`src/rtl/assert_macros.svh`:
```
// ----------------------------------------------------------------------------
// assertion macros
// concurrent checks on the rising clock edge, off in synthesis
// ----------------------------------------------------------------------------
`ifndef ASSERT_MACROS_SVH
`define ASSERT_MACROS_SVH

`ifndef SYNTHESIS

`define CHK_ALWAYS(label, clk, rst_n, cond) \
	label: assert property (@(posedge clk) disable iff (!rst_n) (cond)) \
		else $error("check failed");

`define CHK_IMPLY(label, clk, rst_n, ante, cons) \
	label: assert property (@(posedge clk) disable iff (!rst_n) (ante) |-> (cons)) \
		else $error("check failed");

`define CHK_NEXT(label, clk, rst_n, ante, cons) \
	label: assert property (@(posedge clk) disable iff (!rst_n) (ante) |=> (cons)) \
		else $error("check failed");

`else

`define CHK_ALWAYS(label, clk, rst_n, cond)
`define CHK_IMPLY(label, clk, rst_n, ante, cons)
`define CHK_NEXT(label, clk, rst_n, ante, cons)

`endif

`endif

```
`src/rtl/mcps_pkg.sv`:
```
// ----------------------------------------------------------------------------
// mcps_pkg
// shared constants and types of the minimum capacity partition search
// ----------------------------------------------------------------------------
package mcps_pkg;

	localparam int MAX_ITEMS     = 128;
	localparam int WEIGHT_BITS   = 16;
	localparam int ITEM_WEIGHT_W = 16;
	localparam int CAP_W         = 23;
	localparam int DAYS_CFG_W    = 8;
	localparam int DAYS_W        = DAYS_CFG_W + 1;
	localparam int LOAD_W        = CAP_W + 1;
	localparam int CNT_W         = $clog2(MAX_ITEMS + 1);
	localparam int ADDR_W        = (MAX_ITEMS > 1) ? $clog2(MAX_ITEMS) : 1;
	localparam int PDATA_W       = 32;
	localparam int PADDR_W       = 2;

	localparam logic [PADDR_W-1:0] REG_MAX_DAYS = '0;
	localparam logic [DAYS_CFG_W-1:0] MAX_DAYS_RST = DAYS_CFG_W'(1);

	typedef struct packed {
		logic [ITEM_WEIGHT_W-1:0] item_weight;
		logic                     is_last;
	} item_t;

	typedef struct packed {
		logic [CAP_W-1:0] min_capacity;
		logic             overflow;
	} result_t;

	typedef struct packed {
		logic                   en;
		logic [ADDR_W-1:0]      addr;
		logic [WEIGHT_BITS-1:0] data;
	} wr_t;

	typedef struct packed {
		logic             start;
		logic [CAP_W-1:0] cap;
	} probe_req_t;

	typedef struct packed {
		logic busy;
		logic done;
		logic fits;
	} probe_rsp_t;

	typedef enum logic [1:0] {
		ST_LOAD,
		ST_CHECK,
		ST_PROBE,
		ST_OUT
	} state_t;

endpackage

```
`src/rtl/mcps_probe.sv`:
```
// ----------------------------------------------------------------------------
// mcps_probe
// weight memory and greedy feasibility pass for one candidate capacity
// ----------------------------------------------------------------------------
`include "assert_macros.svh"

module mcps_probe (
	input  logic                             clk,
	input  logic                             arst_n,
	input  mcps_pkg::wr_t                    wr,
	input  logic [mcps_pkg::CNT_W-1:0]       count,
	input  logic [mcps_pkg::DAYS_CFG_W-1:0]  max_days,
	input  mcps_pkg::probe_req_t             req,
	output mcps_pkg::probe_rsp_t             rsp
);

	logic [mcps_pkg::WEIGHT_BITS-1:0] mem [mcps_pkg::MAX_ITEMS];

	logic [mcps_pkg::WEIGHT_BITS-1:0] rd_data_s1;
	logic                             rd_vld_s1;
	logic [mcps_pkg::ADDR_W-1:0]      rd_addr;

	logic                          busy_q;
	logic                          fail_q;
	logic [mcps_pkg::CNT_W-1:0]    idx_q;
	logic [mcps_pkg::LOAD_W-1:0]   load_q;
	logic [mcps_pkg::DAYS_W-1:0]   days_q;
	logic [mcps_pkg::CAP_W-1:0]    cap_q;

	logic                          issue;
	logic                          step;
	logic                          done;
	logic [mcps_pkg::LOAD_W-1:0]   load_sum;
	logic                          over;
	logic [mcps_pkg::DAYS_W-1:0]   days_n;
	logic [mcps_pkg::LOAD_W-1:0]   load_n;

	assign rd_addr = idx_q[mcps_pkg::ADDR_W-1:0];

	// single write port during loading, single read port during probing
	always_ff @(posedge clk) begin
		if (wr.en) begin
			mem[wr.addr] <= wr.data;
		end
		rd_data_s1 <= mem[rd_addr];
	end

	always_comb begin
		issue    = busy_q && !fail_q && (idx_q < count);
		step     = busy_q && !fail_q && rd_vld_s1;
		done     = busy_q && (fail_q || ((idx_q == count) && !rd_vld_s1));
		load_sum = load_q + mcps_pkg::LOAD_W'(rd_data_s1);
		over     = load_sum > mcps_pkg::LOAD_W'(cap_q);
		days_n   = over ? (days_q + mcps_pkg::DAYS_W'(1)) : days_q;
		load_n   = over ? mcps_pkg::LOAD_W'(rd_data_s1) : load_sum;
	end

	always_ff @(posedge clk or negedge arst_n) begin
		if (!arst_n) begin
			busy_q    <= 1'b0;
			fail_q    <= 1'b0;
			rd_vld_s1 <= 1'b0;
			idx_q     <= '0;
		end else if (req.start) begin
			busy_q    <= 1'b1;
			fail_q    <= 1'b0;
			rd_vld_s1 <= 1'b0;
			idx_q     <= '0;
		end else begin
			rd_vld_s1 <= issue;
			if (issue) begin
				idx_q <= idx_q + mcps_pkg::CNT_W'(1);
			end
			if (step && (days_n > mcps_pkg::DAYS_W'(max_days))) begin
				fail_q <= 1'b1;
			end
			if (done) begin
				busy_q <= 1'b0;
			end
		end
	end

	always_ff @(posedge clk) begin
		if (req.start) begin
			cap_q  <= req.cap;
			load_q <= '0;
			days_q <= mcps_pkg::DAYS_W'(1);
		end else if (step) begin
			load_q <= load_n;
			days_q <= days_n;
		end
	end

	assign rsp.busy = busy_q;
	assign rsp.done = done;
	assign rsp.fits = !fail_q;

	// no memory write while a pass reads the store
	`CHK_IMPLY(a_wr_idle, clk, arst_n, wr.en, !busy_q && !req.start)
	`CHK_IMPLY(a_days_bound, clk, arst_n, busy_q,
		days_q <= (mcps_pkg::DAYS_W'(max_days) + mcps_pkg::DAYS_W'(1)))
	`CHK_NEXT(a_done_ends, clk, arst_n, done && !req.start, !busy_q)

endmodule

```
`src/rtl/min_capacity_partition_search.sv`:
```
// ----------------------------------------------------------------------------
// min_capacity_partition_search
// smallest capacity that ships a weight sequence within max_days
// ----------------------------------------------------------------------------
// Weights load one request per cycle, but only in the load state, into a
// 128-entry memory while the running maximum and sum are kept. The request
// flagged last starts a binary search between them; each probe is one greedy
// pass through the single read port of that memory, and a search takes up to
// ceil(log2(sum - max + 1)) probes, so at most 23. No request is taken during
// the search. The result sits in an output register, so loading of the next
// sequence goes on while it waits.
// ----------------------------------------------------------------------------
`include "assert_macros.svh"

module min_capacity_partition_search (
	input  logic                             clk,
	input  logic                             arst_n,
	input  logic                             item_valid,
	output logic                             item_ready,
	input  mcps_pkg::item_t                  item,
	output logic                             result_valid,
	input  logic                             result_ready,
	output mcps_pkg::result_t                result,
	input  logic                             psel,
	input  logic                             penable,
	input  logic                             pwrite,
	input  logic [mcps_pkg::PADDR_W-1:0]     paddr,
	input  logic [mcps_pkg::PDATA_W-1:0]     pwdata,
	output logic [mcps_pkg::PDATA_W-1:0]     prdata,
	output logic                             pready
);

	mcps_pkg::state_t state_q;
	mcps_pkg::state_t state_n;

	logic [mcps_pkg::DAYS_CFG_W-1:0]  max_days_q;
	logic [mcps_pkg::CNT_W-1:0]       count_q;
	logic [mcps_pkg::WEIGHT_BITS-1:0] max_q;
	logic [mcps_pkg::CAP_W-1:0]       sum_q;
	logic                             dropped_q;
	logic [mcps_pkg::CAP_W-1:0]       lo_q;
	logic [mcps_pkg::CAP_W-1:0]       hi_q;
	logic [mcps_pkg::CAP_W-1:0]       mid_q;
	logic                             result_valid_q;
	mcps_pkg::result_t                result_q;

	logic                             accept;
	logic                             store;
	logic                             out_load;
	logic                             cfg_wr;
	logic [mcps_pkg::WEIGHT_BITS-1:0] w;
	logic [mcps_pkg::WEIGHT_BITS-1:0] max_n;
	logic [mcps_pkg::CAP_W-1:0]       sum_n;
	logic [mcps_pkg::CAP_W:0]         mid_sum;
	logic [mcps_pkg::CAP_W-1:0]       mid;

	mcps_pkg::wr_t        wr;
	mcps_pkg::probe_req_t req;
	mcps_pkg::probe_rsp_t rsp;

	// configuration port, one register
	assign pready = 1'b1;
	assign cfg_wr = psel && penable && pwrite && pready;
	assign prdata = mcps_pkg::PDATA_W'(max_days_q);

	always_ff @(posedge clk or negedge arst_n) begin
		if (!arst_n) begin
			max_days_q <= mcps_pkg::MAX_DAYS_RST;
		end else if (cfg_wr) begin
			max_days_q <= pwdata[mcps_pkg::DAYS_CFG_W-1:0];
		end
	end

	always_comb begin
		accept  = item_valid && item_ready;
		store   = accept && (count_q < mcps_pkg::CNT_W'(mcps_pkg::MAX_ITEMS));
		w       = item.item_weight[mcps_pkg::WEIGHT_BITS-1:0];
		max_n   = (store && (w > max_q)) ? w : max_q;
		sum_n   = store ? (sum_q + mcps_pkg::CAP_W'(w)) : sum_q;
		mid_sum = {1'b0, lo_q} + {1'b0, hi_q};
		mid     = mid_sum[mcps_pkg::CAP_W:1];
	end

	assign wr.en   = store;
	assign wr.addr = count_q[mcps_pkg::ADDR_W-1:0];
	assign wr.data = w;

	// search control
	always_comb begin
		state_n    = state_q;
		item_ready = 1'b0;
		req.start  = 1'b0;
		req.cap    = mid;
		out_load   = 1'b0;
		case (state_q)
			mcps_pkg::ST_LOAD: begin
				item_ready = 1'b1;
				if (item_valid && item.is_last) begin
					state_n = mcps_pkg::ST_CHECK;
				end
			end
			mcps_pkg::ST_CHECK: begin
				if (lo_q < hi_q) begin
					req.start = 1'b1;
					state_n   = mcps_pkg::ST_PROBE;
				end else begin
					state_n = mcps_pkg::ST_OUT;
				end
			end
			mcps_pkg::ST_PROBE: begin
				if (rsp.done) begin
					state_n = mcps_pkg::ST_CHECK;
				end
			end
			mcps_pkg::ST_OUT: begin
				if (!result_valid_q || result_ready) begin
					out_load = 1'b1;
					state_n  = mcps_pkg::ST_LOAD;
				end
			end
			default: begin
				state_n = mcps_pkg::ST_LOAD;
			end
		endcase
	end

	always_ff @(posedge clk or negedge arst_n) begin
		if (!arst_n) begin
			state_q <= mcps_pkg::ST_LOAD;
		end else begin
			state_q <= state_n;
		end
	end

	// sequence state
	always_ff @(posedge clk or negedge arst_n) begin
		if (!arst_n) begin
			count_q   <= '0;
			max_q     <= '0;
			sum_q     <= '0;
			dropped_q <= 1'b0;
		end else if (out_load) begin
			count_q   <= '0;
			max_q     <= '0;
			sum_q     <= '0;
			dropped_q <= 1'b0;
		end else if (accept) begin
			max_q <= max_n;
			sum_q <= sum_n;
			if (store) begin
				count_q <= count_q + mcps_pkg::CNT_W'(1);
			end else begin
				dropped_q <= 1'b1;
			end
		end
	end

	// search bounds
	always_ff @(posedge clk) begin
		if (accept && item.is_last) begin
			lo_q <= mcps_pkg::CAP_W'(max_n);
			hi_q <= sum_n;
		end else if (req.start) begin
			mid_q <= mid;
		end else if ((state_q == mcps_pkg::ST_PROBE) && rsp.done) begin
			if (rsp.fits) begin
				hi_q <= mid_q;
			end else begin
				lo_q <= mid_q + mcps_pkg::CAP_W'(1);
			end
		end
	end

	// result register
	always_ff @(posedge clk or negedge arst_n) begin
		if (!arst_n) begin
			result_valid_q <= 1'b0;
		end else if (out_load) begin
			result_valid_q <= 1'b1;
		end else if (result_ready) begin
			result_valid_q <= 1'b0;
		end
	end

	always_ff @(posedge clk) begin
		if (out_load) begin
			result_q.min_capacity <= lo_q;
			result_q.overflow     <= dropped_q;
		end
	end

	assign result_valid = result_valid_q;
	assign result       = result_q;

	mcps_probe u_probe (
		.clk      (clk),
		.arst_n   (arst_n),
		.wr       (wr),
		.count    (count_q),
		.max_days (max_days_q),
		.req      (req),
		.rsp      (rsp)
	);

	`CHK_IMPLY(a_bounds_order, clk, arst_n,
		(state_q == mcps_pkg::ST_CHECK) || (state_q == mcps_pkg::ST_PROBE), lo_q <= hi_q)
	`CHK_ALWAYS(a_count_bound, clk, arst_n,
		count_q <= mcps_pkg::CNT_W'(mcps_pkg::MAX_ITEMS))
	`CHK_IMPLY(a_probe_busy, clk, arst_n, state_q == mcps_pkg::ST_PROBE, rsp.busy)
	`CHK_NEXT(a_last_starts, clk, arst_n, accept && item.is_last,
		(state_q == mcps_pkg::ST_CHECK) && (count_q != '0))

endmodule
```
`config.mk`:
```
export PLATFORM = sky130hd
export DESIGN_NAME = min_capacity_partition_search
export DESIGN_NICKNAME = d
export VERILOG_FILES = /design/src/rtl/mcps_pkg.sv /design/src/rtl/mcps_probe.sv /design/src/rtl/min_capacity_partition_search.sv
export VERILOG_INCLUDE_DIRS = /design/src /design/src/rtl
export SDC_FILE = /design/constraint.sdc
export NUM_CORES = 2
export LEC_CHECK = 0
export BUFFER_PORTS_ARGS = -buffer_cell sky130_fd_sc_hd__buf_2
export CORE_MARGIN = 4
export CORE_UTILIZATION = 60
export CTS_CLUSTER_SIZE = 20
export DETAILED_ROUTE_END_ITERATION = 8
export MAX_ROUTING_LAYER = met4
export PLACE_DENSITY = 0.76
export RECOVER_POWER = 100
export SYNTH_ARGS = -nofsm -noshare
export SYNTH_HDL_FRONTEND = slang
export SYNTH_HIERARCHICAL = 1
export SYNTH_SLANG_ARGS = --single-unit
```
`constraint.sdc`:
```
create_clock -name clk -period 8.2 [get_ports clk]
set_input_delay 2.05 -clock clk [delete_from_list [all_inputs] [get_ports clk]]
set_output_delay 2.05 -clock clk [all_outputs]
set_load 0.03 [all_outputs]
```
==> qor.txt <==
Critical path class = primary input to register
Max-Cap Viols = 48
WP data required = 8.50 ns
CTS clk-pin slew, worst paths = 0.06 ns
Ports = 117
Htree depth = 4
Buffers on Ports = 65
Crit path buffers/inverters = 4
Worst reg2reg endpoint = lo_q[3]
Setup-failing EPs final = 0
Reg area = 0.0677 mm²
Final worst path period share = 90.3%
First-pass GRT wire length = 331 mm
Setup TNS = 0 ns
Worst path slowest cell = clkbuf_1
Crit path max fanout = 64
Worst Hold Depth = 2
Slew headroom = -241%
RSZ-0062 raised after global routing = false
Failing checks = max-capacitance violations, max-slew violations
Lkg Pwr = 32.4 nW
# nets final = 5089
Post-Synthesis Cells = 4630
Final-report max-slew violation count = 2443
Total setup buffers inserted after CTS = 0
Multi-input logic area = 0.0238 mm²
CTS tree = built
Detail Route Antenna Nets = 0
Hold buffer count at cts = 0
Final HPWL DP = 131 mm
DR vias/cell = 6.62
Fmax = 0.135 GHz
Die area = 0.161 mm²
Clk Latency, worst-skew pair = 0.84 ns
Routability Congestion = 0.912
Num CTS Buffers = 220
Core ar. = 0.154 mm²
Most common cell after layout, fill and taps aside = edfxtp_1
Crit-path cells = clkbuf_1, clkbuf_1, clkbuf_1, clkbuf_1
FF-to-FF path depth = 8
Worst Hold End = u_probe/days_q[8]
Final Hold Viols = 0
DR WL/cell = 31.4 µm
CTS Sinks = 2283
Largest net degree at the start of global routing = 134
VDD IR-drop max = 240 µV
Site row count = 144
Routed Wire Length = 224 mm
CP delay by family, top = buffers and inverters
Die height = 402 µm
# fillers = 9710
Worst reg2reg path startpoint = u_probe/idx_q[3]
Pwr/cell area = 290 mW/mm²
Worst Hold Class = register to register
Arr. time, crit path = 7.70 ns
Post_cts resized = 0
Critical Path Start Type = primary input
Hold path startpoint = u_probe/days_q[8]
Vias = 47300
Crit path capture type = register
P&R area growth vs syn = 10.5%
Status = finished, violations left
Clock period minus worst slack = 7.41 ns
Layout cells sized above 1 = 21.2%
Die X = 402 µm
WP depth = 4
Worst path most repeated cell = clkbuf_1
Total GRT Usage = 29.0%
Longest Clk Path Bufs = 3
Final WS setup = 0.792 ns
Number of global-route vias before repair = 47500
Root Buffer = clkbuf_16
Initial Util = 60.4%
Avg Cell Area, Syn = 20.1 µm²
Synthesized cell area = 0.0930 mm²
Initial antenna violation count = 23
Worst slack at placement = 1.55 ns
Commonest non-fill, non-tap cells in the layout = 2157 x edfxtp_1, 672 x mux4_2, 270 x clkbuf_1
Final Skew = 0.0259 ns
DR DRC count = 0
DR pass1 iterations = 5
Warnings, synthesis = 6
DRT iter0 DRCs = 6485
Grt ovf = 0
Critical Path Max Stage Delay = 2.20 ns
R2r setup slk = 1.23 ns
Slew @ Worst Pin = 5.12 ns
==> worst register-to-register path, delay by kind of cell, from the launching register on <==
| kind | cells | cell delay [ns] |
|---|---|---|
| buffers and inverters | 2 | 3.08 |
| flip-flops | 1 | 2.16 |
| AND/OR/NAND/NOR | 3 | 0.49 |
| AO/OA/AOI/OAI | 2 | 0.45 |
| adder cells (fa/ha/maj) | 1 | 0.39 |
==> registers in the layout (all words and copies together) (netlist names), 16 cells and up <==
register	count
result	24
hi_q	23
lo_q	23
max_q	16
u_probe/rd_data_s1	16
u_probe/mem	2048
u_probe/cap_q	23
sum_q	23
mid_q	23
u_probe/load_q	24
==> cell type report <==
class                   instances  share of cell area, %
flip-flops and latches       2283                   65.8
multi-input cells            2002                   23.1
clock buffers                 270                   5.64
well taps                    2044                   2.49
clock inverters               138                   1.27
repair buffers                272                   1.20
inverters                     114                  0.416
diodes                         17                 0.0414
==> routing by layer <==
layer,global-route usage (%),vias to the layer above,wire [µm]
met2,44.9,2686,110000
met1,40.1,24600,83600
met3,5.56,441,22900
li1,-,19600,-
met4,8.95,0,7550
met5,-,-,0
==> where the power goes <==
group / total [mW] / internal (mW) / switching (mW)
Combinational: 6.23 / 2.65 / 3.58
Clock: 10.0 / 5.73 / 4.27
Sequential: 13.6 / 13.3 / 0.330
Total: 29.9 / 21.7 / 8.18
==> metrics by stage <==
step / utilization (%) / cells / cell area (µm²) / hold slack [ns] / power, mW
floorplan: - / 4653 / 93100 / 0.425 / 18.2
global placement: 62.7 / 6715 / 96600 / 0.467 / 20.0
detailed placement: 62.7 / 6715 / 96600 / 0.483 / 20.1
CTS: 67.3 / 7123 / 104000 / 0.495 / 30.1
global route: 66.7 / 7133 / 103000 / 0.513 / 31.1
finish: 66.8 / 7140 / 103000 / 0.494 / 29.9
==> worst max-delay path by stage <==
stage | end | from | slack (ns)
floorplan | u_probe/fail_q | u_probe/rd_data_s1[0] | 2.62
global placement | u_probe/fail_q | u_probe/rd_data_s1[6] | 1.53
detailed placement | u_probe/fail_q | u_probe/rd_data_s1[6] | 1.55
CTS | u_probe/fail_q | u_probe/rd_data_s1[6] | 1.48
global route | u_probe/mem[125][7] | item[8] | 0.52
finish | u_probe/mem[123][7] | item[8] | 0.79
Note: power is estimated with default switching activity, not from simulation.
